**src/rtl/core/scf_pkg.sv**
```systemverilog
// scf_pkg: shared types and constants of the strip cluster finder
// used by scf_ctrl, scf_dp and strip_cluster_finder_centroid
`timescale 1ns / 1ps

package scf_pkg;

  localparam int ChannelCountDefault = 1024;
  localparam int ChargeBitsDefault   = 12;

  localparam int ChW    = 10;
  localparam int QW     = 12;
  localparam int CntW   = 11;
  localparam int SumW   = 22;
  localparam int SwW    = 32;
  localparam int SqW    = 34;
  localparam int PeakW  = 13;
  localparam int ThrW   = 19;
  localparam int MaxWW  = 8;
  localparam int DivW   = 40;
  localparam int RootW  = 40;
  localparam int IterN  = 40;
  localparam int IterW  = 6;

  localparam int CenW   = 18;
  localparam int ErrW   = 17;
  localparam int HcW    = 7;
  localparam int CsW    = 19;

  localparam int InDataW  = 24;
  localparam int OutDataW = 72;
  localparam int CfgIdxW  = 1;
  localparam int CfgDataW = 19;

  localparam logic [CfgIdxW-1:0] RegThreshold = 1'd0;
  localparam logic [CfgIdxW-1:0] RegMaxWidth  = 1'd1;

  localparam logic [ThrW-1:0]  ThresholdReset = 19'd50;
  localparam logic [MaxWW-1:0] MaxWidthReset  = 8'd90;

  typedef enum logic [2:0] {
    ST_IDLE,
    ST_EVAL,
    ST_START_A,
    ST_RUN_A,
    ST_START_B,
    ST_RUN_B,
    ST_LOAD,
    ST_END
  } state_e;

  typedef struct packed {
    logic accept;
    logic eval;
    logic snap_end;
    logic start_a;
    logic step;
    logic start_b;
    logic load;
    logic final_flag;
  } cmd_t;

  typedef struct packed {
    logic emit_now;
    logic eos;
    logic end_kept;
    logic iter_last;
    logic out_busy;
  } sts_t;

endpackage

```
**src/rtl/core/scf_ctrl.sv**
```systemverilog
// scf_ctrl: sequencing state machine of the strip cluster finder
// depends on scf_pkg; drives scf_dp through cmd_t, reads sts_t
`timescale 1ns / 1ps

module scf_ctrl (
  input  logic          clk_i,
  input  logic          rst_ni,
  input  logic          in_valid_i,
  output logic          in_ready_o,
  input  scf_pkg::sts_t sts_i,
  output scf_pkg::cmd_t cmd_o
);

  scf_pkg::state_e state_q, state_d;
  logic is_end_q, is_end_d;

  always_ff @(posedge clk_i or negedge rst_ni) begin
    if (!rst_ni) begin
      state_q  <= scf_pkg::ST_IDLE;
      is_end_q <= 1'b0;
    end else begin
      state_q  <= state_d;
      is_end_q <= is_end_d;
    end
  end

  always_comb begin
    state_d    = state_q;
    is_end_d   = is_end_q;
    cmd_o      = '0;
    in_ready_o = 1'b0;
    unique case (state_q)
      scf_pkg::ST_IDLE: begin
        in_ready_o = 1'b1;
        if (in_valid_i) begin
          cmd_o.accept = 1'b1;
          state_d      = scf_pkg::ST_EVAL;
        end
      end
      scf_pkg::ST_EVAL: begin
        cmd_o.eval = 1'b1;
        if (sts_i.emit_now) begin
          is_end_d = 1'b0;
          state_d  = scf_pkg::ST_START_A;
        end else begin
          state_d = scf_pkg::ST_END;
        end
      end
      scf_pkg::ST_START_A: begin
        cmd_o.start_a = 1'b1;
        state_d       = scf_pkg::ST_RUN_A;
      end
      scf_pkg::ST_RUN_A: begin
        cmd_o.step = 1'b1;
        if (sts_i.iter_last) state_d = scf_pkg::ST_START_B;
      end
      scf_pkg::ST_START_B: begin
        cmd_o.start_b = 1'b1;
        state_d       = scf_pkg::ST_RUN_B;
      end
      scf_pkg::ST_RUN_B: begin
        cmd_o.step = 1'b1;
        if (sts_i.iter_last) state_d = scf_pkg::ST_LOAD;
      end
      scf_pkg::ST_LOAD: begin
        if (!sts_i.out_busy) begin
          cmd_o.load       = 1'b1;
          // a split result is last only if the set end adds no cluster
          cmd_o.final_flag = is_end_q | (sts_i.eos & ~sts_i.end_kept);
          state_d          = is_end_q ? scf_pkg::ST_IDLE : scf_pkg::ST_END;
        end
      end
      scf_pkg::ST_END: begin
        if (sts_i.eos) begin
          cmd_o.snap_end = 1'b1;
          if (sts_i.end_kept) begin
            is_end_d = 1'b1;
            state_d  = scf_pkg::ST_START_A;
          end else begin
            state_d = scf_pkg::ST_IDLE;
          end
        end else begin
          state_d = scf_pkg::ST_IDLE;
        end
      end
      default: state_d = scf_pkg::ST_IDLE;
    endcase
  end

endmodule

```
**src/rtl/core/scf_dp.sv**
```systemverilog
// scf_dp: cluster accumulators, radix-2 divider, digit square root, result register
// depends on scf_pkg; controlled by scf_ctrl
`timescale 1ns / 1ps

module scf_dp #(
  parameter int CHANNEL_COUNT = scf_pkg::ChannelCountDefault,
  parameter int CHARGE_BITS   = scf_pkg::ChargeBitsDefault
) (
  input  logic                         clk_i,
  input  logic                         rst_ni,
  input  logic                         cfg_we_i,
  input  logic [scf_pkg::CfgIdxW-1:0]  cfg_index_i,
  input  logic [scf_pkg::CfgDataW-1:0] cfg_data_i,
  input  logic [scf_pkg::ChW-1:0]      in_channel_i,
  input  logic [scf_pkg::QW-1:0]       in_charge_i,
  input  logic                         in_eos_i,
  input  scf_pkg::cmd_t                cmd_i,
  output scf_pkg::sts_t                sts_o,
  input  logic                         out_ready_i,
  output logic                         out_valid_o,
  output logic [scf_pkg::ChW-1:0]      out_first_o,
  output logic [scf_pkg::HcW-1:0]      out_count_o,
  output logic [scf_pkg::CsW-1:0]      out_sum_o,
  output logic [scf_pkg::CenW-1:0]     out_cen_o,
  output logic [scf_pkg::ErrW-1:0]     out_err_o,
  output logic                         out_final_o
);

  localparam int QB = (CHARGE_BITS < scf_pkg::QW) ? CHARGE_BITS : scf_pkg::QW;
  localparam logic [scf_pkg::QW:0] QMaskWide = (13'd1 << QB) - 13'd1;
  localparam logic [scf_pkg::QW-1:0] QMask = QMaskWide[scf_pkg::QW-1:0];
  localparam logic [12:0] ChLimit = 13'(CHANNEL_COUNT);

  // configuration
  logic [scf_pkg::ThrW-1:0]  thr_q;
  logic [scf_pkg::MaxWW-1:0] maxw_q;

  always_ff @(posedge clk_i or negedge rst_ni) begin
    if (!rst_ni) begin
      thr_q  <= scf_pkg::ThresholdReset;
      maxw_q <= scf_pkg::MaxWidthReset;
    end else if (cfg_we_i) begin
      if (cfg_index_i == scf_pkg::RegThreshold) thr_q <= cfg_data_i;
      if (cfg_index_i == scf_pkg::RegMaxWidth) maxw_q <= cfg_data_i[scf_pkg::MaxWW-1:0];
    end
  end

  // latched input transaction
  logic [scf_pkg::ChW-1:0] ch_q;
  logic [scf_pkg::QW-1:0]  q_q;
  logic                    eos_q;

  always_ff @(posedge clk_i) begin
    if (cmd_i.accept) begin
      ch_q  <= in_channel_i;
      q_q   <= in_charge_i & QMask;
      eos_q <= in_eos_i;
    end
  end

  // cluster state
  logic                       hp_q;
  logic [scf_pkg::ChW-1:0]    pch_q, st_q, first_q;
  logic [scf_pkg::QW-1:0]     pq_q;
  logic [21:0]                pw_q;
  logic [23:0]                pqq_q;
  logic signed [scf_pkg::PeakW-1:0] peak_q;
  logic [scf_pkg::CntW-1:0]   cnt_q;
  logic [scf_pkg::SumW-1:0]   sum_q;
  logic [scf_pkg::SwW-1:0]    sw_q;
  logic [scf_pkg::SqW-1:0]    sq_q;

  logic [21:0] wprod;
  logic [23:0] qsq;
  logic hit_ok, contig, split, gap, cont, wcut, new_clu, kept_cur;
  logic signed [scf_pkg::PeakW-1:0] q_s, peak_max;
  logic [scf_pkg::ChW:0] span;

  assign wprod    = 22'(ch_q) * 22'(q_q);
  assign qsq      = 24'(q_q) * 24'(q_q);
  assign q_s      = $signed({1'b0, q_q});
  assign hit_ok   = {3'b000, ch_q} < ChLimit;
  assign contig   = hp_q && ({1'b0, ch_q} == ({1'b0, pch_q} + 11'd1));
  assign split    = contig && (q_q > pq_q) && ($signed({1'b0, pq_q}) < peak_q)
                    && (q_s != peak_q);
  assign gap      = hp_q && !contig;
  assign cont     = contig && !split;
  assign span     = {1'b0, pch_q} - {1'b0, st_q} + 11'd1;
  assign wcut     = cont && (pch_q >= st_q) && (span >= {3'b000, maxw_q});
  assign new_clu  = !hp_q || gap;
  assign peak_max = (q_s > peak_q) ? q_s : peak_q;
  assign kept_cur = (cnt_q != '0) && (sum_q > {3'b000, thr_q});

  always_ff @(posedge clk_i or negedge rst_ni) begin
    if (!rst_ni) begin
      hp_q    <= 1'b0;
      pch_q   <= '0;
      pq_q    <= '0;
      st_q    <= '0;
      first_q <= '0;
      peak_q  <= '1;
      cnt_q   <= '0;
      sum_q   <= '0;
      sw_q    <= '0;
      sq_q    <= '0;
      pw_q    <= '0;
      pqq_q   <= '0;
    end else if (cmd_i.snap_end) begin
      hp_q    <= 1'b0;
      pch_q   <= '0;
      pq_q    <= '0;
      st_q    <= '0;
      first_q <= '0;
      peak_q  <= '1;
      cnt_q   <= '0;
      sum_q   <= '0;
      sw_q    <= '0;
      sq_q    <= '0;
    end else if (cmd_i.eval && hit_ok) begin
      hp_q  <= 1'b1;
      pch_q <= ch_q;
      pq_q  <= q_q;
      pw_q  <= wprod;
      pqq_q <= qsq;
      priority if (new_clu) begin
        cnt_q   <= 11'd1;
        sum_q   <= 22'(q_q);
        sw_q    <= 32'(wprod);
        sq_q    <= 34'(qsq);
        first_q <= ch_q;
        st_q    <= ch_q;
        peak_q  <= q_s;
      end else if (split) begin
        // the valley hit opens the new cluster
        cnt_q   <= 11'd2;
        sum_q   <= 22'(pq_q) + 22'(q_q);
        sw_q    <= 32'(pw_q) + 32'(wprod);
        sq_q    <= 34'(pqq_q) + 34'(qsq);
        first_q <= pch_q;
        st_q    <= ch_q;
        peak_q  <= q_s;
      end else if (wcut) begin
        cnt_q   <= 11'd1;
        sum_q   <= 22'(q_q);
        sw_q    <= 32'(wprod);
        sq_q    <= 34'(qsq);
        first_q <= ch_q;
        st_q    <= ch_q;
        peak_q  <= '1;
      end else begin
        cnt_q  <= cnt_q + 11'd1;
        sum_q  <= sum_q + 22'(q_q);
        sw_q   <= sw_q + 32'(wprod);
        sq_q   <= sq_q + 34'(qsq);
        peak_q <= peak_max;
      end
    end
  end

  // snapshot of the cluster being reported
  logic [scf_pkg::ChW-1:0]  sn_first_q;
  logic [scf_pkg::CntW-1:0] sn_cnt_q;
  logic [scf_pkg::SumW-1:0] sn_sum_q;
  logic [scf_pkg::SwW-1:0]  sn_sw_q;
  logic [scf_pkg::SqW-1:0]  sn_sq_q;

  always_ff @(posedge clk_i) begin
    if (cmd_i.eval || cmd_i.snap_end) begin
      sn_first_q <= first_q;
      sn_cnt_q   <= cnt_q;
      sn_sum_q   <= sum_q;
      sn_sw_q    <= sw_q;
      sn_sq_q    <= sq_q;
    end
  end

  // iteration counter shared by divider and root
  logic [scf_pkg::IterW-1:0] it_q;

  always_ff @(posedge clk_i or negedge rst_ni) begin
    if (!rst_ni) begin
      it_q <= '0;
    end else if (cmd_i.start_a || cmd_i.start_b) begin
      it_q <= '0;
    end else if (cmd_i.step) begin
      it_q <= it_q + 6'd1;
    end
  end

  // restoring divider, one quotient bit per step
  logic [scf_pkg::SumW-1:0] drem_q;
  logic [scf_pkg::DivW-1:0] dquo_q;
  logic [scf_pkg::SumW:0]   drem_sh;
  logic                     dge;

  assign drem_sh = {drem_q, dquo_q[scf_pkg::DivW-1]};
  assign dge     = drem_sh >= {1'b0, sn_sum_q};

  // digit square root of sum q^2 scaled by 2^32
  logic [47:0]              rs_q;
  logic [42:0]              rrem_q;
  logic [scf_pkg::RootW-1:0] root_q;
  logic [44:0]              rrem_sh, rtrial;
  logic                     rge;

  assign rrem_sh = {rrem_q, rs_q[47:46]};
  assign rtrial  = {3'b000, root_q, 2'b01};
  assign rge     = rrem_sh >= rtrial;

  logic [scf_pkg::CenW-1:0] cen_q;

  always_ff @(posedge clk_i) begin
    if (cmd_i.start_a) begin
      drem_q <= '0;
      dquo_q <= {sn_sw_q, 8'd0};
      rs_q   <= {14'd0, sn_sq_q};
      rrem_q <= '0;
      root_q <= '0;
    end else if (cmd_i.start_b) begin
      cen_q  <= (dquo_q > 40'h3FFFF) ? 18'h3FFFF : dquo_q[scf_pkg::CenW-1:0];
      drem_q <= '0;
      dquo_q <= root_q;
    end else if (cmd_i.step) begin
      if (dge) begin
        drem_q <= 22'(drem_sh - {1'b0, sn_sum_q});
        dquo_q <= {dquo_q[scf_pkg::DivW-2:0], 1'b1};
      end else begin
        drem_q <= drem_sh[scf_pkg::SumW-1:0];
        dquo_q <= {dquo_q[scf_pkg::DivW-2:0], 1'b0};
      end
      rs_q <= {rs_q[45:0], 2'b00};
      if (rge) begin
        rrem_q <= 43'(rrem_sh - rtrial);
        root_q <= {root_q[scf_pkg::RootW-2:0], 1'b1};
      end else begin
        rrem_q <= rrem_sh[42:0];
        root_q <= {root_q[scf_pkg::RootW-2:0], 1'b0};
      end
    end
  end

  // result register
  logic out_valid_q;

  always_ff @(posedge clk_i or negedge rst_ni) begin
    if (!rst_ni) begin
      out_valid_q <= 1'b0;
    end else if (cmd_i.load) begin
      out_valid_q <= 1'b1;
    end else if (out_ready_i) begin
      out_valid_q <= 1'b0;
    end
  end

  always_ff @(posedge clk_i) begin
    if (cmd_i.load) begin
      out_first_o <= sn_first_q;
      out_count_o <= (sn_cnt_q > 11'd127) ? 7'd127 : sn_cnt_q[scf_pkg::HcW-1:0];
      out_sum_o   <= (sn_sum_q > 22'h7FFFF) ? 19'h7FFFF : sn_sum_q[scf_pkg::CsW-1:0];
      out_cen_o   <= cen_q;
      out_err_o   <= (dquo_q > 40'h10000) ? 17'h10000 : dquo_q[scf_pkg::ErrW-1:0];
      out_final_o <= cmd_i.final_flag;
    end
  end

  assign out_valid_o     = out_valid_q;
  assign sts_o.emit_now  = hit_ok && (split || gap || wcut) && kept_cur;
  assign sts_o.eos       = eos_q;
  assign sts_o.end_kept  = kept_cur;
  assign sts_o.iter_last = it_q == 6'(scf_pkg::IterN - 1);
  assign sts_o.out_busy  = out_valid_q && !out_ready_i;

endmodule

```
**src/rtl/core/strip_cluster_finder_centroid.sv**
```systemverilog
// strip_cluster_finder_centroid: top level, strip hits in, centroid clusters out
// depends on scf_pkg, scf_ctrl and scf_dp
`timescale 1ns / 1ps

// Usage:
//   Input stream: one strip hit per transaction, channels strictly rising within
//   a set; tlast marks the last hit of a sensor side.
//   Output stream: one cluster per transaction; tlast marks the last cluster
//   caused by a hit that carried tlast.
//   Configuration: cfg_we_i writes cfg_data_i to register cfg_index_i
//   (0 charge threshold, 1 maximum width); write only while idle.
//   Timing: a hit that closes no cluster passes through accept, evaluate and
//   end check. Each reported cluster adds 40 steps of the shared restoring
//   divider, run beside 40 steps of the root unit, then 40 more divider steps
//   for the error term, plus setup and load.
//   The result sits in an output register, so the next hit is taken while it
//   waits; a stalled receiver only holds the block once a second result is
//   ready to load.
//   Reset: registers return to 50 and 90, cluster state is cleared, no output.
module strip_cluster_finder_centroid #(
  parameter int CHANNEL_COUNT = scf_pkg::ChannelCountDefault,
  parameter int CHARGE_BITS   = scf_pkg::ChargeBitsDefault
) (
  input  logic                          clk_i,
  input  logic                          rst_ni,
  input  logic                          cfg_we_i,
  input  logic [scf_pkg::CfgIdxW-1:0]   cfg_index_i,
  input  logic [scf_pkg::CfgDataW-1:0]  cfg_data_i,
  input  logic                          s_axis_tvalid,
  output logic                          s_axis_tready,
  // channel[9:0], charge[21:10], zero[23:22]
  input  logic [scf_pkg::InDataW-1:0]   s_axis_tdata,
  input  logic                          s_axis_tlast,
  output logic                          m_axis_tvalid,
  input  logic                          m_axis_tready,
  // first_channel[9:0], hit_count[16:10], charge_sum[35:17],
  // centroid[53:36], centroid_error[70:54], zero[71]
  output logic [scf_pkg::OutDataW-1:0]  m_axis_tdata,
  output logic                          m_axis_tlast
);

  scf_pkg::cmd_t cmd;
  scf_pkg::sts_t sts;

  logic [scf_pkg::ChW-1:0]  first_ch;
  logic [scf_pkg::HcW-1:0]  hit_cnt;
  logic [scf_pkg::CsW-1:0]  q_sum;
  logic [scf_pkg::CenW-1:0] cen;
  logic [scf_pkg::ErrW-1:0] err;

  scf_ctrl u_ctrl (
    .clk_i      (clk_i),
    .rst_ni     (rst_ni),
    .in_valid_i (s_axis_tvalid),
    .in_ready_o (s_axis_tready),
    .sts_i      (sts),
    .cmd_o      (cmd)
  );

  scf_dp #(
    .CHANNEL_COUNT (CHANNEL_COUNT),
    .CHARGE_BITS   (CHARGE_BITS)
  ) u_dp (
    .clk_i        (clk_i),
    .rst_ni       (rst_ni),
    .cfg_we_i     (cfg_we_i),
    .cfg_index_i  (cfg_index_i),
    .cfg_data_i   (cfg_data_i),
    .in_channel_i (s_axis_tdata[9:0]),
    .in_charge_i  (s_axis_tdata[21:10]),
    .in_eos_i     (s_axis_tlast),
    .cmd_i        (cmd),
    .sts_o        (sts),
    .out_ready_i  (m_axis_tready),
    .out_valid_o  (m_axis_tvalid),
    .out_first_o  (first_ch),
    .out_count_o  (hit_cnt),
    .out_sum_o    (q_sum),
    .out_cen_o    (cen),
    .out_err_o    (err),
    .out_final_o  (m_axis_tlast)
  );

  assign m_axis_tdata = {1'b0, err, cen, q_sum, hit_cnt, first_ch};

endmodule
```
**config.mk**
```make
export PLATFORM = sky130hd
export DESIGN_NAME = strip_cluster_finder_centroid
export DESIGN_NICKNAME = d
export VERILOG_FILES = /design/src/rtl/core/scf_pkg.sv /design/src/rtl/core/scf_ctrl.sv /design/src/rtl/core/scf_dp.sv /design/src/rtl/core/strip_cluster_finder_centroid.sv
export SDC_FILE = /design/constraint.sdc
export NUM_CORES = 2
export LEC_CHECK = 0
export ABC_AREA = 1
export BUFFER_PORTS_ARGS = -buffer_cell sky130_fd_sc_hd__buf_2
export CELL_PAD_IN_SITES_DETAIL_PLACEMENT = 1
export CELL_PAD_IN_SITES_GLOBAL_PLACEMENT = 1
export CORE_UTILIZATION = 48
export DETAILED_ROUTE_END_ITERATION = 6
export GPL_ROUTABILITY_DRIVEN = 0
export PLACE_DENSITY_LB_ADDON = 0.1
export SKIP_LAST_GASP = 1
export SYNTH_ARGS = -nofsm -noshare
export SYNTH_HDL_FRONTEND = slang
export SYNTH_SLANG_ARGS = --single-unit
```
**constraint.sdc**
```tcl
create_clock -name clk_i -period 7.25 [get_ports clk_i]
set_input_delay 1.0875 -clock clk_i [delete_from_list [all_inputs] [get_ports clk_i]]
set_output_delay 1.0875 -clock clk_i [all_outputs]
set_load 0.02 [all_outputs]
```
# --- Word-level counts from Yosys, hierarchy flattened ---
# Index checks and enable logic that the tools add are counted.
word_totals:
  reg_bits: 654
  latchBits: 0
  mem_bits_rw: 0
  rom_bits: 0
  in_bits: 50
  out_inout_bits: 75
  elab_cells: 216
  mem_count: 0
op_classes:
  n_addsub: 13
  mul: 2
  div_mod_pow: 0
  order_cmp: 12
  eq_ne: 18
  shift: 0
  mux: 79
  bitwise_logic: 8
  reduce_logical: 44
ops:
  columns: ["op", "n"]
  rows:
  - ["$mux 34", 8]
  - ["$mux 32", 5]
  - ["$mux 22", 6]
  - ["$mux 40", 3]
  - ["$mux 10", 11]
  - ["$mux 13", 6]
  - ["$mux 11", 5]
  - ["$ge 45x42->1", 1]
  - ["$mux 43", 1]
  - ["$sub 43x42->43", 1]
  - ["$gt 40x17->1 const B", 1]
  - ["$gt 40x18->1 const B", 1]
  - ["$add 34x24->34", 1]
  - ["$add 32x22->32", 1]
  - ["$add 24x24->25", 1]
  - ["$mul 12x12->24", 1]
  - ["$mux 12", 2]
  - ["$pmux 3 s8", 1]
  - ["$add 22x22->23", 1]
  - ["$ge 23x22->1", 1]
  - ["$add 11x1->11 const B", 2]
  - ["$add 22x12->22", 1]
  - ["$gt 22x19->1", 1]
  - ["$gt 22x19->1 const B", 1]
  - ["other kinds (40)", 113]

# --- Longest topological paths before layout ---
depth:
  ltp_word: 15
  ltp_mapped: 37

# --- Hierarchy ---
# From an unflattened synthesis, not the netlist that was laid out.
hier_totals:
  cells_unflattened: 5867
  hier_area_um2: 46559.7
by_module_without_submodules:
  columns: ["mod", "n_inst", "cells_each", "area_per_inst_um2", "seq_area_each_um2"]
  rows:
  - ["scf_dp", 1, 5797, 46143.0, 17071.4]
  - ["scf_ctrl", 1, 68, 405.4, 100.1]
  - ["strip_cluster_finder_centroid", 1, 2, 11.3, 0.0]

# --- Least setup slack after synthesis ---
# No wires, ideal clock.
synth_timing:
  kind: "register to register"
  start: "reg u_dp.q_q[2] in the netlist's numbering"
  end: "reg u_dp.sq_q[32] in the netlist's numbering"
  setup_ns: 0.121
  arrival_ns: 6.493
  setup_slack_ns: 0.635
  stages_incl_launch_ff: 31
  path_buffers: 1
  synth_period_minus_slack_ns: 6.615
  cell_sequence: "edfxtp_1 clkbuf_1 nand2_1 inv_1 fa_1 inv_1 fa_1 inv_1 fa_1 fa_1 inv_1 fa_1 inv_1 ha_1 a21oi_1 a21boi_0 o21ai_0 nand2_1 nand2_1 xor2_1 ha_1 nand2_1 nor2_1 and2_1 nand4_1 nand3_1 a21o_1 nand2_1 nor4_1 xnor2_1 nor2_1"
synth_between:
  elab_cells_between_ends: 16
  cone_classes: "add/sub: 1; mul: 1; order compare: 1; eq/ne: 1; mux: 5; reduce/logical: 7"
synth_lines:
  columns: ["element", "line_no", "source"]
  rows:
  - ["start, declared", "scf_dp.sv:50", "logic [scf_pkg::QW-1:0] q_q;"]
  - ["start signal, assigned", "scf_dp.sv:56", "q_q <= in_charge_i & QMask;"]
  - ["$mul 12x12->24", "scf_dp.sv:80", "assign qsq = 24'(q_q) * 24'(q_q);"]
  - ["via u_dp.qsq[16]", "scf_dp.sv:74", "logic [23:0] qsq;"]
  - ["$add 34x24->34", "scf_dp.sv:154", "sq_q <= sq_q + 34'(qsq);"]
  - ["$mux 34", "scf_dp.sv:142", "end else if (wcut) begin"]
  - ["$mux 34", "scf_dp.sv:133", "end else if (split) begin"]
  - ["$mux 34", "scf_dp.sv:125", "priority if (new_clu) begin"]
  - ["$mux 34", "scf_dp.sv:119", "end else if (cmd_i.eval && hit_ok) begin"]
  - ["$mux 34", "scf_dp.sv:108", "end else if (cmd_i.snap_end) begin"]
  - ["end signal, assigned", "scf_dp.sv:129", "sq_q <= 34'(qsq);"]
  - ["end signal, assigned", "scf_dp.sv:138", "sq_q <= 34'(pqq_q) + 34'(qsq);"]
  - ["end signal, assigned", "scf_dp.sv:146", "sq_q <= 34'(qsq);"]
  - ["end, declared", "scf_dp.sv:71", "logic [scf_pkg::SqW-1:0] sq_q;"]
# The timed path passes the listed nets, and every way through them passes these cells. The select of a mux whose other input is x is not followed.
# A chain may end at the register's enable or synchronous reset.

# --- Final worst setup path ---
layout_timing:
  start: "reg u_dp.q_q[4] in the netlist's numbering"
  end: "reg u_dp.sq_q[23] in the netlist's numbering"
layout_between:
  elab_cells_between_ends: 17
  cone_classes: "add/sub: 2; mul: 1; order compare: 1; eq/ne: 1; mux: 5; reduce/logical: 7"
layout_lines:
  columns: ["element", "line_no"]
  rows:
  - ["$mul 12x12->24 (*)", "scf_dp.sv:80"]
  - ["via u_dp.qsq[16]", "scf_dp.sv:74"]
  - ["$add 34x24->34", "scf_dp.sv:154"]
  - ["$mux 34", "scf_dp.sv:142"]
  - ["$mux 34 (*)", "scf_dp.sv:133"]
  - ["$mux 34 (*)", "scf_dp.sv:125"]
  - ["$mux 34 (*)", "scf_dp.sv:119"]
  - ["$mux 34 (*)", "scf_dp.sv:108"]
# Mark *: on every way through the listed nets, which the timed path passes. The rest lies on a longest branch. The select of a mux whose other input is x is not followed.

==> impl_metrics.tcl <==
set metrics [dict create \
    clk_latency_ps 660 \
    grt_first_pass_wirelength_mm 242 \
    hold_start "u_dp.sn_first_q[1]" \
    initial_core_util_pct 48.7 \
    vias 41400 \
    via_per_inst 5.56 \
    met2_usage_pct 54.9 \
    synth_cells 5876 \
    cp_max_fo 6 \
    cts_hold_buf 0 \
    postRouteAntennaNets 0 \
    synth_area_leader_cell "edfxtp_1" \
    busiest_layer "met2" \
    critPathBufInv 9 \
    htree_levels 3 \
    cts_buffers 77 \
    avgSynthCellArea_um2 7.92 \
    cts_max_path_buffers 3 \
    grt_pass1_vias 43800 \
    post_dp_cell_area_um2 49600 \
    report.final.setup_viol 0 \
    yosysWarnings 0 \
    fin_util_pct 55.7 \
    cap_viol_max_count 0 \
    slew_headroom_pct 14.0 \
    hold_viol 0 \
    async_flop_share_pct 36.4 \
    path_class "register to register" \
    yosysMostFrequentCell "nand2_1" \
    synth_common_cells "1644 x nand2_1, 878 x inv_1, 381 x a21oi_1, 381 x ha_1, 351 x nor2_1" \
    tritoncts "built" \
    multi_input_area_um2 26000 \
    nNetsFinal 6714 \
    final_area_um2 53200 \
    required_ps 7800 \
    synth_top_area_share_pct 18.6 \
    coreArea_um2 95400 \
    dp_hpwl_mm 112 \
    track_usage_pct 31.2 \
    synthTopCellsByArea "edfxtp_1 19%, nand2_1 13%, dfrtp_1 12%" \
    ios 125 \
    setup_tns_ps 0 \
    worst_ep_arrival_time_ps 7570 \
    dieArea_um2 98200 \
    antenna_found_initial 1 \
    yosysUniqueCellTypes 64 \
    critical-path-top-delay-family "adder cells" \
    grt_util_met1_pct 39.3 \
    wl_mm 153 \
    root_buffer "clkbuf_16" \
    crit_path_start_kind "register" \
    max_freq_mhz 142 \
    synthFlopType "edfxtp_1" \
    reg2reg_depth 33 \
    endpoint_kind "register" \
    ys_seq_area_share_pct 36.9 \
    min_period_over_period_pct 96.9 \
    wl_per_cell_um 20.6 \
    cp-startpoint "u_dp.q_q[4]" \
    rsz0062_at_grt "yes" \
    synth_seq_cells 653 \
    grtUsageMet3_pct 3.39 \
    synth_fp_nets 6477 \
    io_buffers 121 \
    place_inst 7275 \
    crit_path_top_delay_cell "fa_1" \
    num_rows 113 \
    die_y_um 313 \
    fin_skew_ps 20.4 \
    grt_max_degree 156 \
    period_needed_ps 7020 \
    min_path_cells 0 \
    syn2layout_area_growth_pct 14.3 \
    drive_above_1_share_pct 10.4 \
    reg2reg_from "u_dp.q_q[4]" \
    drtIter0Drc 2596 \
    cts_sinks 653 \
    critPathMaxStageDelay_ps 560 \
    synth-edff-count 288 \
    regArea_um2 17200 \
    grt-ovfl-total 0 \
    clk_pin_slew_ps 60 \
    drc_errors 0 \
    synthesis.area_um2 46500 \
    min_path_type "register to register" \
    stdcell_count 7443 \
    tightest_slew_ps 1280 \
    nFillCells 11600 \
    slew_violations 0 \
    cp.depth 33 \
    die_x_um 313 \
    cp_common_cell "nand2_1" \
    status "finished clean" \
    dr.pass1.iters 6 \
]
==> registers in the layout, summed over array words and instances (netlist names), 19 cells and up <==
| signal | cells |
|---|---|
| u_dp.rs_q | 48 |
| u_dp.rrem_q | 43 |
| u_dp.dquo_q | 40 |
| u_dp.root_q | 40 |
| u_dp.sn_sq_q | 34 |
| u_dp.sq_q | 34 |
| u_dp.sn_sw_q | 32 |
| u_dp.sw_q | 32 |
| u_dp.pqq_q | 23 |
| u_dp.drem_q | 22 |
| u_dp.pw_q | 22 |
| u_dp.sn_sum_q | 22 |
| u_dp.sum_q | 22 |
| u_dp.out_sum_o | 19 |
| u_dp.thr_q | 19 |
==> layout by cell type (no fill, tap or decap), types with 13 or more instances in the layout <==
| master | Yosys | routed |
|---|---|---|
| nand2_1 | 1644 | 1626 |
| inv_1 | 878 | 875 |
| a21oi_1 | 381 | 364 |
| ha_1 | 381 | 358 |
| nor2_1 | 351 | 337 |
| o21ai_0 | 338 | 322 |
| edfxtp_1 | 288 | 288 |
| dfrtp_1 | 218 | 218 |
| nand3_1 | 220 | 212 |
| buf_4 | 4 | 207 |
| fa_1 | 170 | 169 |
| dfxtp_1 | 127 | 127 |
| xor2_1 | 129 | 124 |
| buf_2 | 23 | 120 |
| clkbuf_16 | 0 | 78 |
| nand4_1 | 75 | 75 |
| xnor2_1 | 77 | 74 |
| nor3_1 | 55 | 49 |
| a31oi_1 | 50 | 49 |
| o211ai_1 | 43 | 43 |
| o21bai_1 | 35 | 30 |
| a21o_1 | 31 | 30 |
| o22ai_1 | 28 | 28 |
| nor4_1 | 32 | 23 |
| dfstp_2 | 20 | 20 |
| o21ai_1 | 8 | 19 |
| ha_4 | 0 | 19 |
| nand2_2 | 0 | 16 |
| a21oi_2 | 0 | 16 |
| clkbuf_1 | 144 | 15 |
| o221ai_1 | 14 | 14 |
| nor2_2 | 4 | 13 |
| clkinv_2 | 0 | 13 |
==> stage by stage <==
step / setup WS, ps / hold slack (ps)
after floorplan: 635 / 400
after global placement: -19.8 / 401
after detailed placement: -125 / 405
after CTS: 8.48 / 414
after global routing: -121 / 428
final: 227 / 421
==> cell type report <==
class | count | area share (%)
inverters | 890 | 6.30
flip-flops and latches | 653 | 32.3
well taps | 1265 | 2.98
repair buffers | 343 | 4.47
diodes | 1 | 0.00471
multi-input cells | 4148 | 48.9
clock inverters | 42 | 1.07
clock buffers | 101 | 3.98
==> final timing paths <==
check / endpoint / slack [ps]
min reg2reg: u_dp.out_first_o[1] / 420
max reg2reg: u_dp.sq_q[23] / 230
max: u_dp.sq_q[23] / 230
min: u_dp.out_first_o[1] / 420
min in group asynchronous: u_dp.pch_q[5] / 440
max in group asynchronous: u_dp.pw_q[14] / 5260
==> timing repair <==
| action | 4_1_cts | 5_1_grt |
|---|---|---|
| endpoints found under the setup margin | 25 | 38 |
| pin swaps | 1 | 38 |
| resized for setup | 14 | 141 |
| setup buffers | 2 | 22 |
==> per-layer routing <==
layer / part of all wire [%] / up-vias
met5: 0.0065 / -
met4: 3.8 / 2
met3: 3.8 / 291
met2: 50 / 851
met1: 43 / 20700
li1: - / 19600
==> worst reg2reg max path: cells and delay by family, from the launching register on <==
kind / cells / cell delay [ps]
AO/OA/AOI/OAI: 3 / 620
XOR/XNOR: 1 / 70
adder cells (fa/ha/maj): 7 / 3210
buffers and inverters: 9 / 950
flip-flops: 1 / 550
AND/OR/NAND/NOR: 13 / 1550
==> logic make-up after synthesis <==
kind of cell	Yosys count	synth area share, %
xor gates and xnor gates	206	3.88
DFF	653	36.9
adders and majority gates	551	17.6
AOI/OAI and AO/OA	975	11.7
buffers and inverters	1075	8.79
and+or+nand+nor	2415	21.1
other	1	0.00806
Power is not shown: default switching activity piles up to over one toggle a cycle in this logic, so the estimate is an artifact.
